File: src/rtl/core/path_point_interpolator_macros.svh
// ----------------------------------------------------------------------------
// Path point interpolator assertion macros
// Concurrent assertion wrappers used by the interpolator top module.
// ----------------------------------------------------------------------------
`ifndef PATH_POINT_INTERPOLATOR_MACROS_SVH
`define PATH_POINT_INTERPOLATOR_MACROS_SVH
`ifndef SYNTHESIS
`define PPI_ASSERT_SAME(label, clk, rst_n, ante, cons) \
    label: assert property (@(posedge clk) disable iff (!rst_n) (ante) |-> (cons)) \
        else $error("ppi assertion failed");
`define PPI_ASSERT_NEXT(label, clk, rst_n, ante, cons) \
    label: assert property (@(posedge clk) disable iff (!rst_n) (ante) |=> (cons)) \
        else $error("ppi assertion failed");
`else
`define PPI_ASSERT_SAME(label, clk, rst_n, ante, cons)
`define PPI_ASSERT_NEXT(label, clk, rst_n, ante, cons)
`endif
`endif

File: src/rtl/core/ppi_pkg.sv
// ----------------------------------------------------------------------------
// Path point interpolator package
// Operation codes, node and command types and fixed widths.
// ----------------------------------------------------------------------------
package ppi_pkg;

    localparam int POS_W      = 17;
    localparam int COORD_W    = 32;
    localparam int DIFF_W     = COORD_W + 1;
    localparam int FRAC_W     = 17;
    localparam int FRAC_SH    = 16;
    localparam int PROD_W     = DIFF_W + FRAC_W + 1;
    localparam int DIV_STEPS  = FRAC_W;
    localparam int LERP_STEPS = 5;
    localparam int STEP_W     = $clog2(DIV_STEPS);

    typedef enum logic [1:0] {
        OP_CLEAR  = 2'd0,
        OP_APPEND = 2'd1,
        OP_QUERY  = 2'd2
    } t_op;

    typedef enum logic [1:0] {
        AXIS_X = 2'd0,
        AXIS_Y = 2'd1,
        AXIS_Z = 2'd2
    } t_axis;

    typedef struct packed {
        logic [POS_W-1:0]          key;
        logic signed [COORD_W-1:0] px;
        logic signed [COORD_W-1:0] py;
        logic signed [COORD_W-1:0] pz;
    } t_node;

    typedef struct packed {
        logic  rd_en;
        logic  capture;
        logic  res_clear;
        logic  res_load_cur;
        logic  div_init;
        logic  div_step;
        logic  sub_en;
        t_axis sub_axis;
        logic  mul_en;
        logic  add_en;
        t_axis add_axis;
    } t_cmd;

    typedef struct packed {
        logic key_hit;
    } t_status;

endpackage

File: src/rtl/core/ppi_ctrl.sv
// ----------------------------------------------------------------------------
// Path point interpolator controller
// Sequences requests, the node scan, the serial divide and the blend steps.
// ----------------------------------------------------------------------------
module ppi_ctrl #(
    parameter int MAX_NODES = 64,
    parameter int IDX_W     = 6,
    parameter int CNT_W     = 7
) (
    input  logic               i_clk,
    input  logic               i_rst_n,
    input  logic               i_start,
    output logic               o_busy,
    input  logic [1:0]         i_operation,
    input  ppi_pkg::t_status   i_status,
    output ppi_pkg::t_cmd      o_cmd,
    output logic [IDX_W-1:0]   o_rd_addr,
    output logic [IDX_W-1:0]   o_wr_addr,
    output logic               o_wr_en,
    output logic               o_valid,
    output logic [CNT_W-1:0]   o_node_total,
    output logic               o_table_empty,
    output logic               o_append_dropped
);
    import ppi_pkg::*;

    localparam int NUM_AXES = 3;

    typedef enum logic [1:0] {
        ST_IDLE,
        ST_SCAN,
        ST_DIV,
        ST_LERP
    } t_state;

    t_state             r_state,   n_state;
    logic [CNT_W-1:0]   r_count,   n_count;
    logic [IDX_W-1:0]   r_idx,     n_idx;
    logic [STEP_W-1:0]  r_step,    n_step;
    logic               r_valid,   n_valid;
    logic               r_empty,   n_empty;
    logic               r_dropped, n_dropped;
    logic               accept;
    logic               at_last;
    logic               full;
    logic [STEP_W-1:0]  add_step;

    assign accept   = i_start && (r_state == ST_IDLE);
    assign at_last  = CNT_W'(r_idx) == (r_count - CNT_W'(1));
    assign full     = r_count == CNT_W'(MAX_NODES);
    assign add_step = r_step - STEP_W'(2);

    always_comb begin
        n_state   = r_state;
        n_count   = r_count;
        n_idx     = r_idx;
        n_step    = r_step;
        n_valid   = 1'b0;
        n_empty   = r_empty;
        n_dropped = r_dropped;
        o_cmd     = '0;
        o_rd_addr = r_idx + IDX_W'(1);
        o_wr_addr = r_count[IDX_W-1:0];
        o_wr_en   = 1'b0;
        case (r_state)
            ST_IDLE: begin
                if (accept) begin
                    o_cmd.capture   = 1'b1;
                    o_cmd.res_clear = 1'b1;
                    n_empty         = 1'b0;
                    n_dropped       = 1'b0;
                    case (t_op'(i_operation))
                        OP_CLEAR: begin
                            n_count = '0;
                            n_valid = 1'b1;
                        end
                        OP_APPEND: begin
                            n_valid = 1'b1;
                            if (full) begin
                                n_dropped = 1'b1;
                            end else begin
                                o_wr_en = 1'b1;
                                n_count = r_count + CNT_W'(1);
                            end
                        end
                        OP_QUERY: begin
                            if (r_count == '0) begin
                                n_empty = 1'b1;
                                n_valid = 1'b1;
                            end else begin
                                o_cmd.rd_en = 1'b1;
                                o_rd_addr   = '0;
                                n_idx       = '0;
                                n_state     = ST_SCAN;
                            end
                        end
                        default: begin
                            n_valid = 1'b1;
                        end
                    endcase
                end
            end
            ST_SCAN: begin
                if (i_status.key_hit) begin
                    if (r_idx == '0) begin
                        o_cmd.res_load_cur = 1'b1;
                        n_valid            = 1'b1;
                        n_state            = ST_IDLE;
                    end else begin
                        o_cmd.div_init = 1'b1;
                        n_step         = '0;
                        n_state        = ST_DIV;
                    end
                end else if (at_last) begin
                    o_cmd.res_load_cur = 1'b1;
                    n_valid            = 1'b1;
                    n_state            = ST_IDLE;
                end else begin
                    o_cmd.rd_en = 1'b1;
                    n_idx       = r_idx + IDX_W'(1);
                end
            end
            ST_DIV: begin
                o_cmd.div_step = 1'b1;
                if (r_step == STEP_W'(DIV_STEPS - 1)) begin
                    n_step  = '0;
                    n_state = ST_LERP;
                end else begin
                    n_step = r_step + STEP_W'(1);
                end
            end
            ST_LERP: begin
                o_cmd.sub_en   = r_step < STEP_W'(NUM_AXES);
                o_cmd.sub_axis = t_axis'(r_step[1:0]);
                o_cmd.mul_en   = (r_step >= STEP_W'(1)) && (r_step <= STEP_W'(NUM_AXES));
                o_cmd.add_en   = r_step >= STEP_W'(2);
                o_cmd.add_axis = t_axis'(add_step[1:0]);
                if (r_step == STEP_W'(LERP_STEPS - 1)) begin
                    n_step  = '0;
                    n_valid = 1'b1;
                    n_state = ST_IDLE;
                end else begin
                    n_step = r_step + STEP_W'(1);
                end
            end
            default: begin
                n_state = ST_IDLE;
            end
        endcase
    end

    always_ff @(posedge i_clk) begin
        if (!i_rst_n) begin
            r_state   <= ST_IDLE;
            r_count   <= '0;
            r_idx     <= '0;
            r_step    <= '0;
            r_valid   <= 1'b0;
            r_empty   <= 1'b0;
            r_dropped <= 1'b0;
        end else begin
            r_state   <= n_state;
            r_count   <= n_count;
            r_idx     <= n_idx;
            r_step    <= n_step;
            r_valid   <= n_valid;
            r_empty   <= n_empty;
            r_dropped <= n_dropped;
        end
    end

    assign o_busy           = r_state != ST_IDLE;
    assign o_valid          = r_valid;
    assign o_node_total     = r_count;
    assign o_table_empty    = r_empty;
    assign o_append_dropped = r_dropped;

endmodule

File: config.mk
export PLATFORM = sky130hd
export DESIGN_NAME = ppi_ctrl
export DESIGN_NICKNAME = d
export VERILOG_FILES = /design/src/rtl/core/path_point_interpolator_macros.svh /design/src/rtl/core/ppi_pkg.sv /design/src/rtl/core/ppi_ctrl.sv
export SDC_FILE = /design/constraint.sdc
export NUM_CORES = 1
export LEC_CHECK = 0
export BUFFER_PORTS_ARGS = -buffer_cell sky130_fd_sc_hd__buf_4
export CAP_MARGIN = 20
export CORE_MARGIN = 1
export CORE_UTILIZATION = 35
export CTS_CLUSTER_DIAMETER = 150
export DETAILED_ROUTE_END_ITERATION = 10
export PLACE_DENSITY_LB_ADDON = 0.08
export SLEW_MARGIN = 20
export SYNTH_ARGS = -nofsm -noshare
export SYNTH_HDL_FRONTEND = slang
export SYNTH_SLANG_ARGS = --single-unit
File: constraint.sdc
create_clock -name i_clk -period 3.6 [get_ports i_clk]
set_input_delay 0.72 -clock i_clk [delete_from_list [all_inputs] [get_ports i_clk]]
set_output_delay 0.72 -clock i_clk [all_outputs]
set_load 0.01 [all_outputs]
==> flow_metrics.py, run 1 <==
metrics = {
    "flow_run": {
        "drv_cap": 0,
    },
    "die": {
        "rows": 25,
        "ios": 43,
        "dieArea_sq_mm": 0.00534,
        "die_w_um": 73.1,
        "coreArea_sq_mm": 0.00479,
        "die_h_um": 73.1,
        "initial_utilization": 0.369,
    },
    "yosys": {
        "synthArstFlopShare": 0,
        "ys_top_cells_by_area": "dfxtp_1 (26%), nor2_1 (6.8%), ha_1 (6.4%)",
        "syn-cell-area_sq_mm": 0.00177,
        "ys_ff_latch": 23,
        "synth-edff-count": 0,
        "synth.distinct_cells": 49,
        "yosysSeqAreaShare": 0.260,
        "syn_avg_cell_area_sq_um": 7.89,
        "syn_inst": 224,
        "synth_top_area_cell": "dfxtp_1",
        "yosys_warnings": 0,
        "synth_nets": 239,
        "synthFlopType": "dfxtp_1",
        "synth_top_area_frac": 0.260,
    },
    "critical_path": {
        "worstPathRequired_ns": 2.88,
        "path_max_fanout": 9,
        "arrival_ns": 2.43,
        "crit_type": "reg2out",
        "setup.worst_path.start_class": "flip-flop",
        "end_kind": "primary output",
    },
    "finish": {
        "fillers": 509,
        "diodes": 0,
        "area_delta_synth_final_pct": 17.3,
        "finish.utilization": 0.433,
        "layout-drive-gt1-share": 0.236,
        "multi_input_area_sq_mm": 0.00112,
        "final_nets": 266,
        "seqCellArea_sq_um": 460,
    },
    "route": {
        "initialDrtViolationCount": 97,
        "num_vias": 1560,
        "dr.pass1.iters": 4,
        "drtAntennaViolNets": 0,
        "via_per_inst": 4.92,
        "wl_per_cell_um": 12.5,
        "drc": 0,
        "wl_um": 3980,
    },
    "run_status": {
        "outcome": "completed",
    },
    "clocking": {
        "htreeDepth": 1,
        "clk_path_buf_depth": 2,
        "cts_tree": "yes",
        "cts_sinks": 23,
        "cts_buffers": 3,
        "post_cts_buffers": 0,
        "clk_pin_slew_worst_paths_ns": 0.08,
        "cts_hold_buf": 0,
        "clk_latency_ns": 0.27,
        "cts_resized": 0,
        "clockRootBuffer": "clkbuf_8",
    },
    "timing": {
        "post-route-min-period_ns": 3.15,
        "finalSetupTns_ns": 0,
        "maxSlewViolCount": 0,
        "worstMarginPinSlew_ns": 0.637,
        "fin_skew_ns": 0.00398,
        "relSlewSlack": 0.572,
        "fmax_ghz": 0.318,
        "rsz0062_at_grt": "no",
        "hold_viol": 0,
        "fin_crit_sh": 0.874,
        "setup_violations": 0,
    },
    "global_route": {
        "gr-total-overflow": 0,
        "antenna_found_initial": 0,
        "grt_pass1_wl_um": 6780,
        "grt_use_total": 0.164,
        "grt_pass1_vias": 1424,
        "grt_max_degree": 15,
    },
    "place": {
        "gp_congestion": 0.756,
        "io_buffers": 42,
        "hpwl_um": 3040,
    },
    "power": {
        "p_leak_nw": 0.914,
        "pwr_density_cell_mw_per_mm2": 229,
        "peakVddDrop_mv": 0.165,
        "p_total_uw": 475,
    },
    "hold_path": {
        "min_path_type": "reg2reg",
    },
}
placed cells by master (no fill, tap or decap), drive strengths merged:
cell type  synthesis  routed
buf               15      42
nor2              33      33
dfxtp             23      23
a21oi             18      18
inv               13      13
nand2             12      12
nand3             12      12
ha                 9       9
o21ai              9       9
nand4              8       8
xor2               8       8
xnor2              7       7
nor3               6       6
or3                5       5
nand2b             4       4
clkbuf             5       4
or2                3       3
nor2b              3       3
a31oi              3       3
and3               3       3
nor3b              3       3
and2               2       2
o211a              2       2
mux2i              2       2
a21o               2       2
o311ai             2       2
a21boi             2       2
nor4               1       1
and4b              1       1
o31ai              1       1
nand3b             1       1
and3b              1       1
o21a               1       1
o31a               1       1
or4b               1       1
a22oi              1       1
o221ai             1       1
layer usage:
metal | up-vias | track usage | wire [um]
met3 | 4 | 0.0318 | 180
met5 | - | 0 | 0
met4 | 0 | 0.0458 | 46
met2 | 35 | 0.255 | 1720
met1 | 703 | 0.229 | 2030
li1 | 818 | - | -
final cells by class:
type / count / area share
multi-input cells: 168 / 0.540
flip-flops and latches: 23 / 0.222
repair buffers: 42 / 0.152
well taps: 67 / 0.0404
inverters: 13 / 0.0235
clock buffers: 4 / 0.0217
cells by family (layout without fill, tap and decap cells):
group           count (synthesis)  after routing  synth area share
compound gates                 43             43             0.171
xor+xnor                       15             15            0.0828
fa+ha+maj                       9              9            0.0637
buf+inv                        33             59             0.105
flops                          23             23             0.260
mux                             2              2            0.0113
simple gates                   99             99             0.306
flip-flops by register name (all words and copies together), names as in the netlist, named ones only:
| name | count |
|---|---|
| r_state | 1 |
| r_step | 5 |
| r_idx | 6 |
| o_valid | 1 |
| o_table_empty | 1 |
| o_node_total | 7 |
| o_append_dropped | 1 |
synthesized netlist by cell type (all sizes together) (2+ instances only):
cell    instances
dfxtp          23
nand3          12
or2             3
nand4           8
a21oi          18
mux2i           2
ha              9
xnor2           7
clkbuf          5
a31oi           3
and3            3
nor3            6
or3             5
o311ai          2
nor2b           3
buf            15
and2            2
o211a           2
nand2          12
nor3b           3
xor2            8
o21ai           9
nor2           33
a21o            2
inv            13
a21boi          2
nand2b          4
worst paths after layout:
path	to	from	depth (start not counted)	slack, ns
max	o_cmd[12]	o_node_total[0]$_SDFFE_PN0P_	8	0.45
min	o_append_dropped$_SDFFE_PN0P_	o_append_dropped$_SDFFE_PN0P_	2	0.51
max reg2reg	r_idx[2]$_SDFFE_PN0P_	o_node_total[0]$_SDFFE_PN0P_	8	1.30
min reg2reg	o_append_dropped$_SDFFE_PN0P_	o_append_dropped$_SDFFE_PN0P_	2	0.51
metrics by stage:
| stage | hold WS (ns) | worst slack (ns) | instance area (sq um) | std cells |
|---|---|---|---|---|
| 3_5_place_dp | 0.486 | 0.778 | 2030 | 313 |
| 3_3_place_gp | 0.488 | 0.835 | 2030 | 313 |
| 6_report | 0.510 | 0.452 | 2070 | 317 |
| 4_1_cts | 0.511 | 0.449 | 2070 | 317 |
| 2_1_floorplan | 0.479 | 1.01 | 1770 | 224 |
| 5_1_grt | 0.539 | 0.281 | 2070 | 317 |
worst max-delay path: stages, from the launching register on:
cell and delay [ns]:
dfxtp_1 0.49, inv_1 0.15, ha_1 0.35, xnor2_1 0.13
nor2_1 0.11, nand4_1 0.19, o31ai_4 0.48, nand2_1 0.11
buf_4 0.16
where the power goes:
part	internal (mW)	total [mW]	leakage (nW)	switching [mW]
registers	0.256	0.258	0.186	0.00227
clock network	0.0792	0.167	0.0228	0.0874
logic	0.0219	0.0495	0.706	0.0277
total	0.357	0.475	0.914	0.117
No activity file was read; power rests on OpenSTA's default activity.
==> run 2: changes to the inputs <==
Settings changed: ABC_AREA from default to 1, CTS_CLUSTER_DIAMETER 150 to 30.
==> flow_metrics.py, run 2 <==
metrics = {
    "run_status": {
        "outcome": "completed",
    },
    "finish": {
        "finish.utilization": 0.438,
        "design_area_sq_mm": 0.00230,
        "final_nets": 352,
        "final_common_cell": "nand2_1",
        "layout_common_cells": "nand2_1 (74), buf_4 (42), nor2_1 (40)",
        "fillers": 593,
        "largest_reg_flops": 7,
        "layout-drive-gt1-share": 0.238,
        "area_delta_synth_final_pct": 18.0,
        "diodes": 0,
    },
    "critical_path": {
        "end_kind": "primary output",
        "cp_slowest_cell": "dfxtp_1",
        "path_max_fanout": 7,
        "path_common_cell": "nand2_1",
        "setup.worst_path.start_class": "flip-flop",
        "worstPathRequired_ns": 2.88,
        "max_stage_delay_ns": 0.49,
        "crit_type": "reg2out",
        "cp_cell_sequence": "inv_2 > ha_1 > inv_1 > nand2_1 > nand2_1 > nor2_1 > nand2_1 > nor2_2 > nand3_2 > nand2_4 > nand2_2 > buf_4",
        "arrival_ns": 2.09,
    },
    "yosys": {
        "syn_avg_cell_area_sq_um": 6.44,
        "yosys_warnings": 0,
        "synthFlopType": "dfxtp_1",
        "synth_top_area_frac": 0.237,
        "synthMuxAreaShare": 0,
        "synth-xor-area-share": 0.0405,
        "synth-simple-area-share": 0.424,
        "yosysSeqAreaShare": 0.237,
        "synth.distinct_cells": 35,
        "yosysMostFrequentCell": "nand2_1",
        "ys_top_cells_by_area": "dfxtp_1 (24%), nand2_1 (14%), nor2_1 (7.7%)",
        "syn-cell-area_sq_mm": 0.00195,
        "syn_inst": 302,
        "synthAdderAreaFrac": 0.0579,
        "synth_top_area_cell": "dfxtp_1",
        "synthArstFlopShare": 0,
        "synth_commonest_cells": "nand2_1 (74), nor2_1 (40), inv_1 (37)",
        "ys_ff_latch": 23,
        "synth_top_family_by_area": "simple AND/OR/NAND/NOR gates",
        "synth_compound_area_frac": 0.0945,
        "synth-edff-count": 0,
        "synth_nets": 317,
    },
    "timing": {
        "finalSetupTns_ns": 0,
        "setup_violations": 0,
        "post-route-min-period_ns": 2.81,
        "worstMarginPinSlew_ns": 0.525,
        "relSlewSlack": 0.649,
        "fmax_ghz": 0.356,
        "hold_viol": 0,
        "maxSlewViolCount": 0,
        "fin_ws_ns": 0.791,
        "fin_crit_sh": 0.780,
        "fin_skew_ns": 0.00263,
        "rsz0062_at_grt": "no",
    },
    "global_route": {
        "grt_pass1_wl_um": 8500,
        "antenna_found_initial": 0,
        "gr-total-overflow": 0,
        "grt_max_degree": 14,
        "grt_pass1_vias": 1789,
        "grt_use_total": 0.181,
    },
    "route": {
        "drtAntennaViolNets": 0,
        "wl_um": 4980,
        "initialDrtViolationCount": 75,
        "via_per_inst": 4.67,
        "drc": 0,
        "num_vias": 1894,
        "wl_per_cell_um": 12.3,
        "dr.pass1.iters": 4,
    },
    "clocking": {
        "post_cts_buffers": 0,
        "cts_sinks": 23,
        "htreeDepth": 1,
        "clk_latency_ns": 0.27,
        "cts_resized": 0,
        "clk_pin_slew_worst_paths_ns": 0.09,
        "clockRootBuffer": "clkbuf_8",
        "cts_hold_buf": 0,
        "cts_tree": "yes",
        "cts_buffers": 3,
        "clk_path_buf_depth": 2,
    },
    "die": {
        "die_w_um": 76.6,
        "coreArea_sq_mm": 0.00524,
        "rows": 26,
        "dieArea_sq_mm": 0.00586,
        "ios": 43,
        "die_h_um": 76.6,
        "initial_utilization": 0.371,
    },
    "place": {
        "dpl_cell_area_sq_mm": 0.00225,
        "hpwl_um": 3970,
        "gp_congestion": 0.917,
        "place_ws_ns": 1.08,
        "io_buffers": 42,
    },
    "power": {
        "pwr_density_cell_mw_per_mm2": 343,
        "peakVddDrop_mv": 0.170,
        "p_leak_nw": 1.15,
    },
    "flow_run": {
        "drv_cap": 0,
    },
    "hold_path": {
        "min_path_type": "reg2reg",
    },
}
run 2: cell families after synthesis:
family / count (synthesis)
xor+xnor: 9
flops: 23
fa+ha+maj: 9
compound gates: 33
buf+inv: 59
simple gates: 169
run 2: metal layers:
layer / track usage / wire length (um) / share of wire / up-vias
li1: - / - / - / 1007
met1: 0.237 / 2480 / 0.50 / 837
met2: 0.304 / 2270 / 0.46 / 46
met3: 0.0299 / 168 / 0.034 / 4
met4: 0.0519 / 57 / 0.011 / 0
met5: 0 / 0 / 0 / -
run 2: worst paths after layout:
| kind | startpoint | end | slack, ns | cells after the start |
|---|---|---|---|---|
| max | o_node_total[0]$_SDFFE_PN0P_ | o_cmd[12] | 0.79 | 12 |
| min | o_append_dropped$_SDFFE_PN0P_ | o_append_dropped$_SDFFE_PN0P_ | 0.48 | 2 |
| max reg2reg | o_node_total[0]$_SDFFE_PN0P_ | o_valid$_SDFF_PN0_ | 1.68 | 12 |
| min reg2reg | o_append_dropped$_SDFFE_PN0P_ | o_append_dropped$_SDFFE_PN0P_ | 0.48 | 2 |
run 2: area by class of cell:
cell class	count	area [sq um]	area share
clock buffers	4	45.0	0.0196
inverters	47	186	0.0812
repair buffers	42	315	0.137
flip-flops and latches	23	460	0.201
multi-input cells	220	1200	0.523
well taps	70	87.6	0.0381
run 2: through the flow:
step	hold slack, ns	std cells	total power [mW]
5_1_grt	0.511	406	0.850
6_report	0.476	406	0.787
3_3_place_gp	0.471	402	0.624
3_5_place_dp	0.459	402	0.621
4_1_cts	0.474	406	0.799
2_1_floorplan	0.472	302	0.517
run 2: critical path: cells and delay by family (launching register included):
kind,cells,cell delay (ns)
simple gates,8,0.67
fa+ha+maj,1,0.34
buf+inv,3,0.31
flops,1,0.49
run 2: where the power goes:
part | switching (mW) | internal, mW | total (mW)
sequential | 0.0308 | 0.276 | 0.306
combinational | 0.189 | 0.118 | 0.307
clock | 0.0936 | 0.0792 | 0.173
total | 0.314 | 0.473 | 0.787
